$ cat src/hw/rtl/md5_pkg.sv
// ----------------------------------------------------------------------------
// MD5 package
// Shared types, round constants and index helpers for the MD5 digest block.
// ----------------------------------------------------------------------------
package md5_pkg;

  typedef logic [3:0][31:0] words4_t;

  localparam logic [31:0] IV_A = 32'h67452301;
  localparam logic [31:0] IV_B = 32'hEFCDAB89;
  localparam logic [31:0] IV_C = 32'h98BADCFE;
  localparam logic [31:0] IV_D = 32'h10325476;
  localparam words4_t CHAIN_IV = {IV_D, IV_C, IV_B, IV_A};

  localparam logic [7:0] PAD_BYTE   = 8'h80;
  localparam logic [5:0] PAD_LIMIT  = 6'd56;
  localparam logic [5:0] LAST_POS   = 6'd63;
  localparam logic [5:0] LAST_ROUND = 6'd63;
  localparam logic [1:0] LAST_WORD  = 2'd3;
  localparam logic [3:0] LEN_LO_WORD = 4'd14;
  localparam logic [3:0] LEN_HI_WORD = 4'd15;
  localparam logic [63:0] BITS_PER_BYTE = 64'd8;

  localparam logic [31:0] SINE_K [64] = '{
    32'hd76aa478, 32'he8c7b756, 32'h242070db, 32'hc1bdceee,
    32'hf57c0faf, 32'h4787c62a, 32'ha8304613, 32'hfd469501,
    32'h698098d8, 32'h8b44f7af, 32'hffff5bb1, 32'h895cd7be,
    32'h6b901122, 32'hfd987193, 32'ha679438e, 32'h49b40821,
    32'hf61e2562, 32'hc040b340, 32'h265e5a51, 32'he9b6c7aa,
    32'hd62f105d, 32'h02441453, 32'hd8a1e681, 32'he7d3fbc8,
    32'h21e1cde6, 32'hc33707d6, 32'hf4d50d87, 32'h455a14ed,
    32'ha9e3e905, 32'hfcefa3f8, 32'h676f02d9, 32'h8d2a4c8a,
    32'hfffa3942, 32'h8771f681, 32'h6d9d6122, 32'hfde5380c,
    32'ha4beea44, 32'h4bdecfa9, 32'hf6bb4b60, 32'hbebfbc70,
    32'h289b7ec6, 32'heaa127fa, 32'hd4ef3085, 32'h04881d05,
    32'hd9d4d039, 32'he6db99e5, 32'h1fa27cf8, 32'hc4ac5665,
    32'hf4292244, 32'h432aff97, 32'hab9423a7, 32'hfc93a039,
    32'h655b59c3, 32'h8f0ccc92, 32'hffeff47d, 32'h85845dd1,
    32'h6fa87e4f, 32'hfe2ce6e0, 32'ha3014314, 32'h4e0811a1,
    32'hf7537e82, 32'hbd3af235, 32'h2ad7d2bb, 32'heb86d391
  };

  localparam logic [4:0] ROT_S [16] = '{
    5'd7, 5'd12, 5'd17, 5'd22,
    5'd5, 5'd9,  5'd14, 5'd20,
    5'd4, 5'd11, 5'd16, 5'd23,
    5'd6, 5'd10, 5'd15, 5'd21
  };

  typedef enum logic [3:0] {
    S_IDLE,
    S_PAD,
    S_CLR,
    S_LEN,
    S_LOAD,
    S_MIX,
    S_STEP,
    S_ACCUM,
    S_OUT
  } state_t;

  typedef enum logic [1:0] {
    FIN_DATA,
    FIN_PAD,
    FIN_LAST
  } fin_t;

  typedef enum logic [2:0] {
    BLK_NOP,
    BLK_BYTE,
    BLK_PAD,
    BLK_CLR,
    BLK_LEN
  } blk_op_t;

  typedef enum logic [2:0] {
    CORE_HOLD,
    CORE_LOAD,
    CORE_MIX,
    CORE_STEP,
    CORE_ACCUM,
    CORE_INIT
  } core_op_t;

  typedef struct packed {
    blk_op_t     op;
    logic [5:0]  pos;
    logic [7:0]  data;
    logic [63:0] len;
  } blk_ctl_t;

  function automatic logic [3:0] msg_index(input logic [5:0] rnd);
    logic [3:0] n;
    logic [3:0] idx;
    n = rnd[3:0];
    case (rnd[5:4])
      2'd0:    idx = n;
      2'd1:    idx = 4'(n * 4'd5 + 4'd1);
      2'd2:    idx = 4'(n * 4'd3 + 4'd5);
      default: idx = 4'(n * 4'd7);
    endcase
    return idx;
  endfunction

  function automatic logic [31:0] rotl32(input logic [31:0] v, input logic [4:0] s);
    logic [63:0] wide;
    wide = {v, v} << s;
    return wide[63:32];
  endfunction

endpackage

$ cat src/hw/rtl/md5_blkbuf.sv
// ----------------------------------------------------------------------------
// MD5 block buffer
// Sixteen little-endian message words with byte insert, pad, clear and
// length write operations, and one read port for the round unit.
// ----------------------------------------------------------------------------
module md5_blkbuf (
  input  logic             clk,
  input  md5_pkg::blk_ctl_t ctl_i,
  input  logic [3:0]       rd_idx_i,
  output logic [31:0]      rd_data_o
);
  import md5_pkg::*;

  logic [31:0] words_r [16];
  logic [31:0] ins_word;
  logic [3:0]  wsel;

  assign wsel     = ctl_i.pos[5:2];
  assign ins_word = 32'(ctl_i.data) << {ctl_i.pos[1:0], 3'b000};

  always_ff @(posedge clk) begin
    for (int w = 0; w < 16; w++) begin
      unique case (ctl_i.op) inside
        BLK_BYTE, BLK_PAD: begin
          if (4'(w) == wsel) begin
            if (ctl_i.pos[1:0] == 2'd0) begin
              words_r[w] <= ins_word;
            end else begin
              words_r[w] <= words_r[w] | ins_word;
            end
          end else if (ctl_i.op == BLK_PAD && 4'(w) > wsel) begin
            words_r[w] <= '0;
          end
        end
        BLK_CLR: begin
          words_r[w] <= '0;
        end
        BLK_LEN: begin
          if (4'(w) == LEN_LO_WORD) begin
            words_r[w] <= ctl_i.len[31:0];
          end else if (4'(w) == LEN_HI_WORD) begin
            words_r[w] <= ctl_i.len[63:32];
          end
        end
        default: begin
        end
      endcase
    end
  end

  assign rd_data_o = words_r[rd_idx_i];

endmodule

$ cat src/hw/rtl/md5_core.sv
// ----------------------------------------------------------------------------
// MD5 round unit
// Chaining words and working registers; one shared round datapath that
// runs in two steps per round (message and constant sum, then mix).
// ----------------------------------------------------------------------------
module md5_core (
  input  logic              clk,
  input  logic              rst_n,
  input  md5_pkg::core_op_t op_i,
  input  logic [5:0]        round_i,
  input  logic [31:0]       msg_i,
  output md5_pkg::words4_t  chain_o
);
  import md5_pkg::*;

  words4_t     chain_r;
  logic [31:0] a_r, b_r, c_r, d_r, t_r;
  logic [31:0] f_val;
  logic [31:0] t_nxt;
  logic [31:0] mix;
  logic [31:0] b_nxt;

  always_comb begin
    case (round_i[5:4])
      2'd0:    f_val = (b_r & c_r) | (~b_r & d_r);
      2'd1:    f_val = (b_r & d_r) | (c_r & ~d_r);
      2'd2:    f_val = b_r ^ c_r ^ d_r;
      default: f_val = c_r ^ (b_r | ~d_r);
    endcase
    t_nxt = a_r + SINE_K[round_i] + msg_i;
    mix   = t_r + f_val;
    b_nxt = b_r + rotl32(mix, ROT_S[{round_i[5:4], round_i[1:0]}]);
  end

  always_ff @(posedge clk) begin
    if (!rst_n) begin
      chain_r <= CHAIN_IV;
    end else begin
      unique case (op_i)
        CORE_INIT: chain_r <= CHAIN_IV;
        CORE_ACCUM: begin
          chain_r[0] <= chain_r[0] + a_r;
          chain_r[1] <= chain_r[1] + b_r;
          chain_r[2] <= chain_r[2] + c_r;
          chain_r[3] <= chain_r[3] + d_r;
        end
        default: begin
        end
      endcase
    end
  end

  always_ff @(posedge clk) begin
    unique case (op_i)
      CORE_LOAD: begin
        a_r <= chain_r[0];
        b_r <= chain_r[1];
        c_r <= chain_r[2];
        d_r <= chain_r[3];
      end
      CORE_MIX: t_r <= t_nxt;
      CORE_STEP: begin
        a_r <= d_r;
        b_r <= b_nxt;
        c_r <= b_r;
        d_r <= c_r;
      end
      default: begin
      end
    endcase
  end

  assign chain_o = chain_r;

endmodule

$ cat src/hw/rtl/md5_message_digest.sv
// ----------------------------------------------------------------------------
// MD5 message digest
// Streaming MD5: bytes in, four digest words out per closed message.
// ----------------------------------------------------------------------------
// A request carrying only a byte that does not complete a 64-byte block is
// taken at once. A byte that completes a block starts a compression (load,
// 64 rounds of a sum step and a mix step on the shared round datapath, and
// the chaining add), during which in_tready is low. A request with tlast set
// adds a pad step, one or two compressions (plus a length step, and a
// clear step when two blocks are needed), then offers the digest as four
// output beats A, B, C, D; the block then restarts at the initial value.
module md5_message_digest (
  input  logic        clk,
  input  logic        rst_n,
  input  logic        in_tvalid,
  output logic        in_tready,
  input  logic [7:0]  in_tdata,   // [7:0] data_byte
  input  logic        in_tuser,   // [0] has_byte
  input  logic        in_tlast,   // end_of_message
  output logic        out_tvalid,
  input  logic        out_tready,
  output logic [31:0] out_tdata,  // [31:0] digest_word
  output logic [1:0]  out_tuser,  // [1:0] word_index
  output logic        out_tlast   // last_word
);
  import md5_pkg::*;

  state_t      state_r, state_nxt;
  fin_t        fin_r, fin_nxt;
  logic [5:0]  round_r, round_nxt;
  logic [63:0] bitcnt_r, bitcnt_nxt;
  logic        end_pend_r, end_pend_nxt;
  logic [1:0]  widx_r, widx_nxt;

  logic        in_acc;
  logic        out_acc;
  logic        out_done;
  logic [5:0]  pos;
  blk_ctl_t    blk_ctl;
  core_op_t    core_op;
  logic [31:0] msg_word;
  words4_t     chain;

  assign in_tready = (state_r == S_IDLE);
  assign in_acc    = in_tvalid & in_tready;
  assign out_acc   = out_tvalid & out_tready;
  assign out_done  = out_acc && (widx_r == LAST_WORD);
  assign pos       = bitcnt_r[8:3];

  always_comb begin
    state_nxt = state_r;
    unique case (state_r)
      S_IDLE: begin
        if (in_acc) begin
          if (in_tuser && pos == LAST_POS) begin
            state_nxt = S_LOAD;
          end else if (in_tlast) begin
            state_nxt = S_PAD;
          end
        end
      end
      S_PAD:  state_nxt = (pos >= PAD_LIMIT) ? S_LOAD : S_LEN;
      S_CLR:  state_nxt = S_LEN;
      S_LEN:  state_nxt = S_LOAD;
      S_LOAD: state_nxt = S_MIX;
      S_MIX:  state_nxt = S_STEP;
      S_STEP: state_nxt = (round_r == LAST_ROUND) ? S_ACCUM : S_MIX;
      S_ACCUM: begin
        unique case (fin_r)
          FIN_DATA: state_nxt = end_pend_r ? S_PAD : S_IDLE;
          FIN_PAD:  state_nxt = S_CLR;
          default:  state_nxt = S_OUT;
        endcase
      end
      S_OUT: begin
        if (out_done) begin
          state_nxt = S_IDLE;
        end
      end
      default: state_nxt = S_IDLE;
    endcase
  end

  always_comb begin
    out_tvalid   = (state_r == S_OUT);
    blk_ctl.op   = BLK_NOP;
    blk_ctl.pos  = pos;
    blk_ctl.data = in_tdata;
    blk_ctl.len  = bitcnt_r;
    core_op      = CORE_HOLD;
    unique case (state_r)
      S_IDLE: begin
        if (in_acc && in_tuser) begin
          blk_ctl.op = BLK_BYTE;
        end
      end
      S_PAD: begin
        blk_ctl.op   = BLK_PAD;
        blk_ctl.data = PAD_BYTE;
      end
      S_CLR:   blk_ctl.op = BLK_CLR;
      S_LEN:   blk_ctl.op = BLK_LEN;
      S_LOAD:  core_op = CORE_LOAD;
      S_MIX:   core_op = CORE_MIX;
      S_STEP:  core_op = CORE_STEP;
      S_ACCUM: core_op = CORE_ACCUM;
      S_OUT: begin
        if (out_done) begin
          core_op = CORE_INIT;
        end
      end
      default: begin
      end
    endcase
  end

  always_comb begin
    fin_nxt      = fin_r;
    round_nxt    = round_r;
    bitcnt_nxt   = bitcnt_r;
    end_pend_nxt = end_pend_r;
    widx_nxt     = widx_r;
    if (state_r == S_IDLE) begin
      fin_nxt = FIN_DATA;
      if (in_acc) begin
        end_pend_nxt = in_tlast;
        if (in_tuser) begin
          bitcnt_nxt = bitcnt_r + BITS_PER_BYTE;
        end
      end
    end
    if (state_r == S_PAD) begin
      fin_nxt = FIN_PAD;
    end
    if (state_r == S_LEN) begin
      fin_nxt = FIN_LAST;
    end
    if (state_r == S_LOAD) begin
      round_nxt = '0;
    end
    if (state_r == S_STEP) begin
      round_nxt = round_r + 6'd1;
    end
    if (state_r == S_OUT && out_acc) begin
      widx_nxt = widx_r + 2'd1;
      if (out_done) begin
        bitcnt_nxt   = '0;
        end_pend_nxt = 1'b0;
      end
    end
  end

  always_ff @(posedge clk) begin
    if (!rst_n) begin
      state_r    <= S_IDLE;
      fin_r      <= FIN_DATA;
      round_r    <= '0;
      bitcnt_r   <= '0;
      end_pend_r <= 1'b0;
      widx_r     <= '0;
    end else begin
      state_r    <= state_nxt;
      fin_r      <= fin_nxt;
      round_r    <= round_nxt;
      bitcnt_r   <= bitcnt_nxt;
      end_pend_r <= end_pend_nxt;
      widx_r     <= widx_nxt;
    end
  end

  md5_blkbuf u_blkbuf (
    .clk       (clk),
    .ctl_i     (blk_ctl),
    .rd_idx_i  (msg_index(round_r)),
    .rd_data_o (msg_word)
  );

  md5_core u_core (
    .clk     (clk),
    .rst_n   (rst_n),
    .op_i    (core_op),
    .round_i (round_r),
    .msg_i   (msg_word),
    .chain_o (chain)
  );

  assign out_tdata = chain[widx_r];
  assign out_tuser = widx_r;
  assign out_tlast = (widx_r == LAST_WORD);

endmodule

$ cat config.mk
export PLATFORM = sky130hd
export DESIGN_NAME = md5_message_digest
export DESIGN_NICKNAME = d
export VERILOG_FILES = /design/src/hw/rtl/md5_pkg.sv /design/src/hw/rtl/md5_blkbuf.sv /design/src/hw/rtl/md5_core.sv /design/src/hw/rtl/md5_message_digest.sv
export SDC_FILE = /design/constraint.sdc
export NUM_CORES = 2
export LEC_CHECK = 0
export BUFFER_PORTS_ARGS = -buffer_cell sky130_fd_sc_hd__clkbuf_2
export CAP_MARGIN = 0
export CORE_MARGIN = 1.5
export CORE_UTILIZATION = 40
export CTS_BUF_LIST = sky130_fd_sc_hd__clkbuf_8
export DETAILED_ROUTE_END_ITERATION = 6
export GPL_ROUTABILITY_DRIVEN = 1
export GPL_TIMING_DRIVEN = 1
export SLEW_MARGIN = 40
export SYNTH_ARGS = -nofsm -noshare
export SYNTH_HDL_FRONTEND = slang
export SYNTH_SLANG_ARGS = --single-unit
$ cat constraint.sdc
create_clock -name clk -period 25.4 [get_ports clk]
set_input_delay 1.27 -clock clk [delete_from_list [all_inputs] [get_ports clk]]
set_output_delay 1.27 -clock clk [all_outputs]
set_load 0.05 [all_outputs]
# Word-level counts from Yosys, hierarchy flattened
# Memory sizes are Yosys's and may differ from the RTL's.
# Index checks and enable logic that the tools add are counted.
# Widths: inputs -> output; s select.
dict set report classes {
  addsub 13
  n_mul 3
  order_cmp 20
  eq_ne 41
  shifts 2
  muxes 257
  n_bitwise 83
  reduce_logical 33
}
# op count
set ops {}
lappend ops {{$mux 32} 53}
lappend ops {{$or 32x32->32} 19}
lappend ops {{$mux 64} 5}
lappend ops {{$add 32x32->32} 8}
lappend ops {{$pmux 128 s2} 1}
lappend ops {{$pmux 32 s2} 4}
lappend ops {{$mux 1} 172}
lappend ops {{$and 32x32->32} 4}
lappend ops {{$pmux 32 s3} 1}
lappend ops {{$xor 32x32->32} 3}
lappend ops {{$add 64x4->64 const B} 1}
lappend ops {{$bmux 32 s2} 1}
lappend ops {{$not 32->32} 2}
lappend ops {{$shl 64x5->64} 1}
lappend ops {{$or 1x1->1} 50}
lappend ops {{$pmux 4 s9} 1}
lappend ops {{$eq 4x4->1 const A} 8}
lappend ops {{$gt 4x4->1 const A} 8}
lappend ops {{$shl 8x5->32} 1}
lappend ops {{$logic_and 1x1->1} 20}
lappend ops {{$eq 3x4->1 const A} 4}
lappend ops {{$eq 4x3->1 const B} 4}
lappend ops {{$gt 3x4->1 const A} 4}
lappend ops {{$mux 4} 4}
lappend ops {{other kinds (44)} 73}
dict set report totals {
  reg_bits 367
  ramBits 512
  romBits 2128
  wordCells 471
  memories 3
}
# memory depth word_bits rd rd_ports_with_merged_regs write_ports line_no
set mem_list {}
lappend mem_list {{(no name shown)} 64 32 1 0 0 md5_core.sv:30} ;# t_nxt = a_r + SINE_K[round_i] + msg_i;
lappend mem_list {u_blkbuf.words_r 16 32 17 0 16 md5_blkbuf.sv:14} ;# logic [31:0] words_r [16];
lappend mem_list {{(no name shown)} 16 5 1 0 0 md5_core.sv:32} ;# b_nxt = b_r + rotl32(mix, ROT_S[{round_i[5:4], round_i[1:0]}]);

# Logic depth before layout (Yosys ltp)
dict set report depth {
  word_depth 14
  depth_mapped 36
}

# Hierarchy
# A second synthesis with hierarchy kept.
dict set report hier_totals {
  hier_cells 6345
  hier_area_um2 60028.8
}
# mod n_inst cells_each area_each_um2 seq_area_each_um2
set modules_own_cells {}
lappend modules_own_cells {md5_core 1 3610 29004.1 7367.1}
lappend modules_own_cells {md5_blkbuf 1 2175 26137.6 15374.7}
lappend modules_own_cells {md5_message_digest 1 560 4887.2 1521.5}

# Worst setup path before layout
# OpenSTA, ideal clock, no wires.
dict set report synth_timing {
  kind {flip-flop to flip-flop}
  startpoint {reg round_r[4]}
  endpoint {reg u_core.b_r[28] (data pin)}
  setup_time_ps 260
  arrival_ps 8137
  slack_ps 17003
  stages_incl_launch_ff 36
  period_less_slack_ps 8397
  cell_sequence {dfxtp_1 > clkbuf_1 > buf_1 > buf_1 > buf_1 > clkbuf_1 > maj3_1 > nand3_1 > o221a_2 > ha_1 > buf_2 > a21oi_1 > a21boi_0 > a2111oi_2 > nor3_1 > or2_2 > xor2_1 > mux4_2 > mux2_2 > nor2_1 > a21o_1 > a21oi_1 > ha_1 > fa_1 > a21o_1 > a21o_1 > a2111oi_2 > o32ai_1 > and3_1 > o31a_1 > o211a_1 > o21ai_1 > o211ai_1 > a21oi_1 > xnor2_1 > mux2_2}
}
dict set report synth_via {
  elab_chain_len 7
  word_cells_on_any_way 12
  cone_classes {add/sub (2); eq/ne (2); shift (1); mux (4); bitwise (1); reduce/logical (1); memory (1)}
}
# element line_no
set synth_lines {}
lappend synth_lines {{start: declaration} md5_message_digest.sv:30} ;# logic [5:0] round_r, round_nxt;
lappend synth_lines {{start signal: assignment} md5_message_digest.sv:164} ;# round_r <= round_nxt;
lappend synth_lines {{parallel branches: the longest is 4 deep, another holds $add 32x32->32} n/a}
lappend synth_lines {{$shl 64x5->64 (*)} md5_pkg.sv:107} ;# wide = {v, v} << s;
lappend synth_lines {{$add 32x32->32 (*)} md5_core.sv:32}
lappend synth_lines {{$pmux 32 s2 (*)} md5_core.sv:54} ;# unique case (op_i)
lappend synth_lines {{end signal: assignment} md5_core.sv:57} ;# b_r <= chain_r[1];
lappend synth_lines {{end signal: assignment} md5_core.sv:64} ;# b_r <= b_nxt;
lappend synth_lines {{end: declaration} md5_core.sv:17} ;# logic [31:0] a_r, b_r, c_r, d_r, t_r;
# Every way passes the cells marked *. The select of a mux whose other input is x is not followed.
# A chain may end at the register's enable or synchronous reset.

# Final worst setup path
dict set report layout_timing {
  startpoint {reg round_r[5]}
  endpoint {reg u_core.b_r[28] (data pin)}
}
# The elaborated chain is that of the path after synthesis.

==> impl_summary.md <==
Drt
Summed over all layers, the routed wires come to 212,000 µm. For this block, the initial DRC count from the detailed router was ~5,400. The routed layout has 50,400 vias. After detailed routing, the average wire length per cell comes to 25.8 µm. The number of vias per cell is 6.13. In the routed design, unresolved DRC markers number 10. The first TritonRoute pass finished after 7 iterations. The count of nets left with antenna violations once routing finished came out at 0.

Worst setup path
The startpoint type of the worst setup path is a register. The type of element capturing the critical path is a register. The delay contributed by the slowest stage of the critical path is about 0.63 ns. The largest individual stage delay along the critical path comes from the cell sky130_fd_sc_hd__dfxtp_4. The critical path is of the register to register type. Along the worst path, the maximum fanout reaches 41.

Data on the critical path is required at its endpoint by roughly 26 ns. At the worst endpoint, the arrival time is about 10 ns.

Power and ir drop
Of the total power, the clock network draws 21.9%. The maximum resistive drop on vdd is 94.4 µV. In this run switching power makes up about two fifths of total power. The share of total power dissipated in sequential elements is between 40% and 50%. Cell internal power was estimated by the tool at 3.62 mW. The net load switching power is 2.45 mW. The total power draw is between 6 and 7 mW. The part of the power in combinational logic is between 30% and 40%.

The static leakage is 23.3 nW. The power density over the cells is approximately 95 nW/µm².

Finish
The count of nets after finishing is 6,492. The share of the core filled with cells in the final layout is 44.1%. The share of layout cells above drive strength 1 is 11.5%. After filler insertion, the fill cell instance count of the layout stands at 14,200. After routing the design area is between 60,000 and 70,000 µm².

The layout-stage area growth over the synthesis result is 9.58%.

CTS
In this run the clock root is driven by a sky130_fd_sc_hd__clkbuf_8. In this run, post-CTS hold repair placed 0 buffers. The clock sink count is between 800 and 900. Once the clock tree was built, the resizer swapped 0 gates to a different size.

CTS built an H-tree with a depth of 4. Buffers added to address setup during post-CTS repair amount to 0. The CTS tree is yes.

The number of clock buffers added by TritonCTS is between 150 and 200. The maximum clock insertion buffer count is 3. The register clock-pin slew on the reported worst setup and hold paths is about 0.07 ns. The worst-skew pair later-pin latency is about 0.95 ns.

Floorplan
The die covers 149,000 µm². The count of standard-cell rows is 140. The effective utilization at floorplan is around two fifths.

The die boundary width is 386 µm. For this design the top-level I/O count stands at 51. The die is 386 µm tall. The region available for standard cell placement spans about 150,000 µm².

Synth
Yosys mapped a number of flops with a built-in enable equal to 672. The number of nets in the synthesized netlist is approximately 6,600. The part of the Yosys area used for sequential elements is between 40 and 50%.

The mapped netlist covers 58,600 µm². The mean area per synthesized cell is approximately 9.4 µm². The number of distinct library cells after synthesis is 87. Counting flops with an async set or reset pin after synthesis yields a share of 0%. Counting every instance in the synthesized netlist gives 6,266.

In this run, synthesis produced a sequential element count of 876. The number of warnings reported in the yosys synthesis log is 0. Among all flip-flop cells after synthesis, the most frequent one is sky130_fd_sc_hd__edfxtp_1.

Placement
The placement-stage worst setup slack is 16.07 ns. The HPWL after detailed placement is 144,000 µm. Input and output buffers added on the ports amount to 50. Summing all placed instances gives a cell area of 61,000 µm². The final RePlAce weighted congestion is 0.985.

STA
The final number of max-transition violations is 0. The total negative setup slack is 0 ns. The number of failing setup endpoints in the final timing report is 0. The slew at the pin closest to its max-slew limit is 0.913 ns.

On the final layout, the worst clock skew is between 0.08 and 0.09 ns. The worst path needs 9.52 ns of the cycle, external delays included. Setup repair after global routing left no endpoint under its margin. Based on the critical path, the design can be clocked at up to 105 MHz.

After layout, the worst setup slack is 15.88 ns. The final worst-path cycle share is 37.5%. Measured against its own limit, the worst slew margin works out to 39.2%. The number of hold violations in the final report is 0.

GRT
For this run, the total global-route usage over all layers was measured as approximately 28%. The largest net degree at the start of global routing is around 110. The via count of the first global-routing pass was 47,800. Global routing finished with a remaining overflow of 0. The first-pass GRT wire length is 312,000 µm.

The number of antenna violations at the first check in global routing is 6.

Hold path
The tightest min-delay check is of the register to register type.

Status
The run finished, with violations left. The final reports fail on DRC.

Flow run
Across the run, the number of max-cap violations was 0.
-- through the flow --
step,hold WS [ns],cells
after floorplan,0.432,6266
after global placement,0.459,7927
after detailed placement,0.463,7930
after CTS,0.471,8207
after global routing,0.491,8216
final,0.469,8216
-- critical path, delay by kind of cell (launching register included) --
family          cells  cell delay [ns]
mux                 3             1.09
buf+inv             2             0.80
xor+xnor            2             0.33
compound gates     16             4.15
simple gates        5             1.11
flops               1             0.63
fa+ha+maj           3             1.12
-- area by class of cell --
class,instances,area [µm²],share of cell area (%)
inverters,111,422,0.657
flip-flops and latches,876,24300,37.8
clock buffers,171,2350,3.67
multi-input cells,4868,32800,51.1
diodes,6,15.0,0.0234
well taps,1917,2400,3.74
repair buffers,161,1200,1.87
clock inverters,106,698,1.09
-- logic make-up after synthesis --
family                     after synthesis  share of synthesized area (%)
AOI/OAI and AO/OA                     1895                           19.4
xor gates and xnor gates               277                           4.15
DFF                                    876                           41.4
buffers and inverters                  522                           3.39
muxes                                  303                           8.86
and+or+nand+nor                       2058                           15.2
adders and majority gates              335                           7.56
-- placed cells by master, fill, tap and decap left out, drive strengths merged, types with 170 or more instances in the layout --
| master | count |
|---|---|
| clkbuf | 220 |
| a21oi | 859 |
| inv | 185 |
| nand2 | 1156 |
| edfxtp | 672 |
| o21ai | 350 |
| mux4 | 170 |
| nor2 | 351 |
| ha | 262 |
| dfxtp | 204 |
-- power groups by stage --
| stage | clock network (mW) | logic [mW] | registers [mW] |
|---|---|---|---|
| 2_1_floorplan | 0 | 1.47 | 2.38 |
| 3_3_place_gp | 0 | 2.21 | 2.45 |
| 3_5_place_dp | 0 | 2.25 | 2.47 |
| 4_1_cts | 1.35 | 2.26 | 2.44 |
| 5_1_grt | 1.41 | 2.44 | 2.50 |
| 6_report | 1.33 | 2.30 | 2.45 |
-- routing by layer --
metal,global-route usage (%),vias up,share of wire (%)
li1,-,22900,-
met1,35.9,24800,40
met2,44.7,2259,46
met3,5.98,464,8.3
met4,13.3,6,4.9
met5,0,-,0.019
-- registers in the layout, indices dropped and copies added, names as in the netlist --
signal and flops:
u_core.b_r 32, fin_r 2, u_core.t_r 32, bitcnt_r 61, u_core.chain_o 128, end_pend_r 1, u_core.d_r 32, u_core.a_r 32
u_core.c_r 32, u_blkbuf.words_r 512, state_r 4, round_r 6, out_tuser 2
-- final timing paths --
path / from / endpoint / slack (ns) / cells past startpoint
max reg2reg: round_r[5]$_SDFFE_PN0P_ / u_core.b_r[28]$_DFFE_PP_ / 15.88 / 31
min reg2reg: end_pend_r$_SDFF_PN0_ / end_pend_r$_SDFF_PN0_ / 0.47 / 2
max: round_r[5]$_SDFFE_PN0P_ / u_core.b_r[28]$_DFFE_PP_ / 15.88 / 31
min: end_pend_r$_SDFF_PN0_ / end_pend_r$_SDFF_PN0_ / 0.47 / 2
-- synthesized netlist by cell type, drive strengths merged (101+ instances only) --
cell	n	share of area (%)
inv	109	0.70
dfxtp	204	7.0
a21o	101	1.3
o21ai	350	3.0
xnor2	131	2.0
mux2i	107	1.8
nor2	351	2.3
xor2	146	2.2
nand3	122	1.0
ha	262	5.6
mux4	170	6.5
nand2	1156	7.4
a21oi	859	7.3
edfxtp	672	34
clkbuf	329	2.1
No activity file was read; power rests on OpenSTA's default activity.
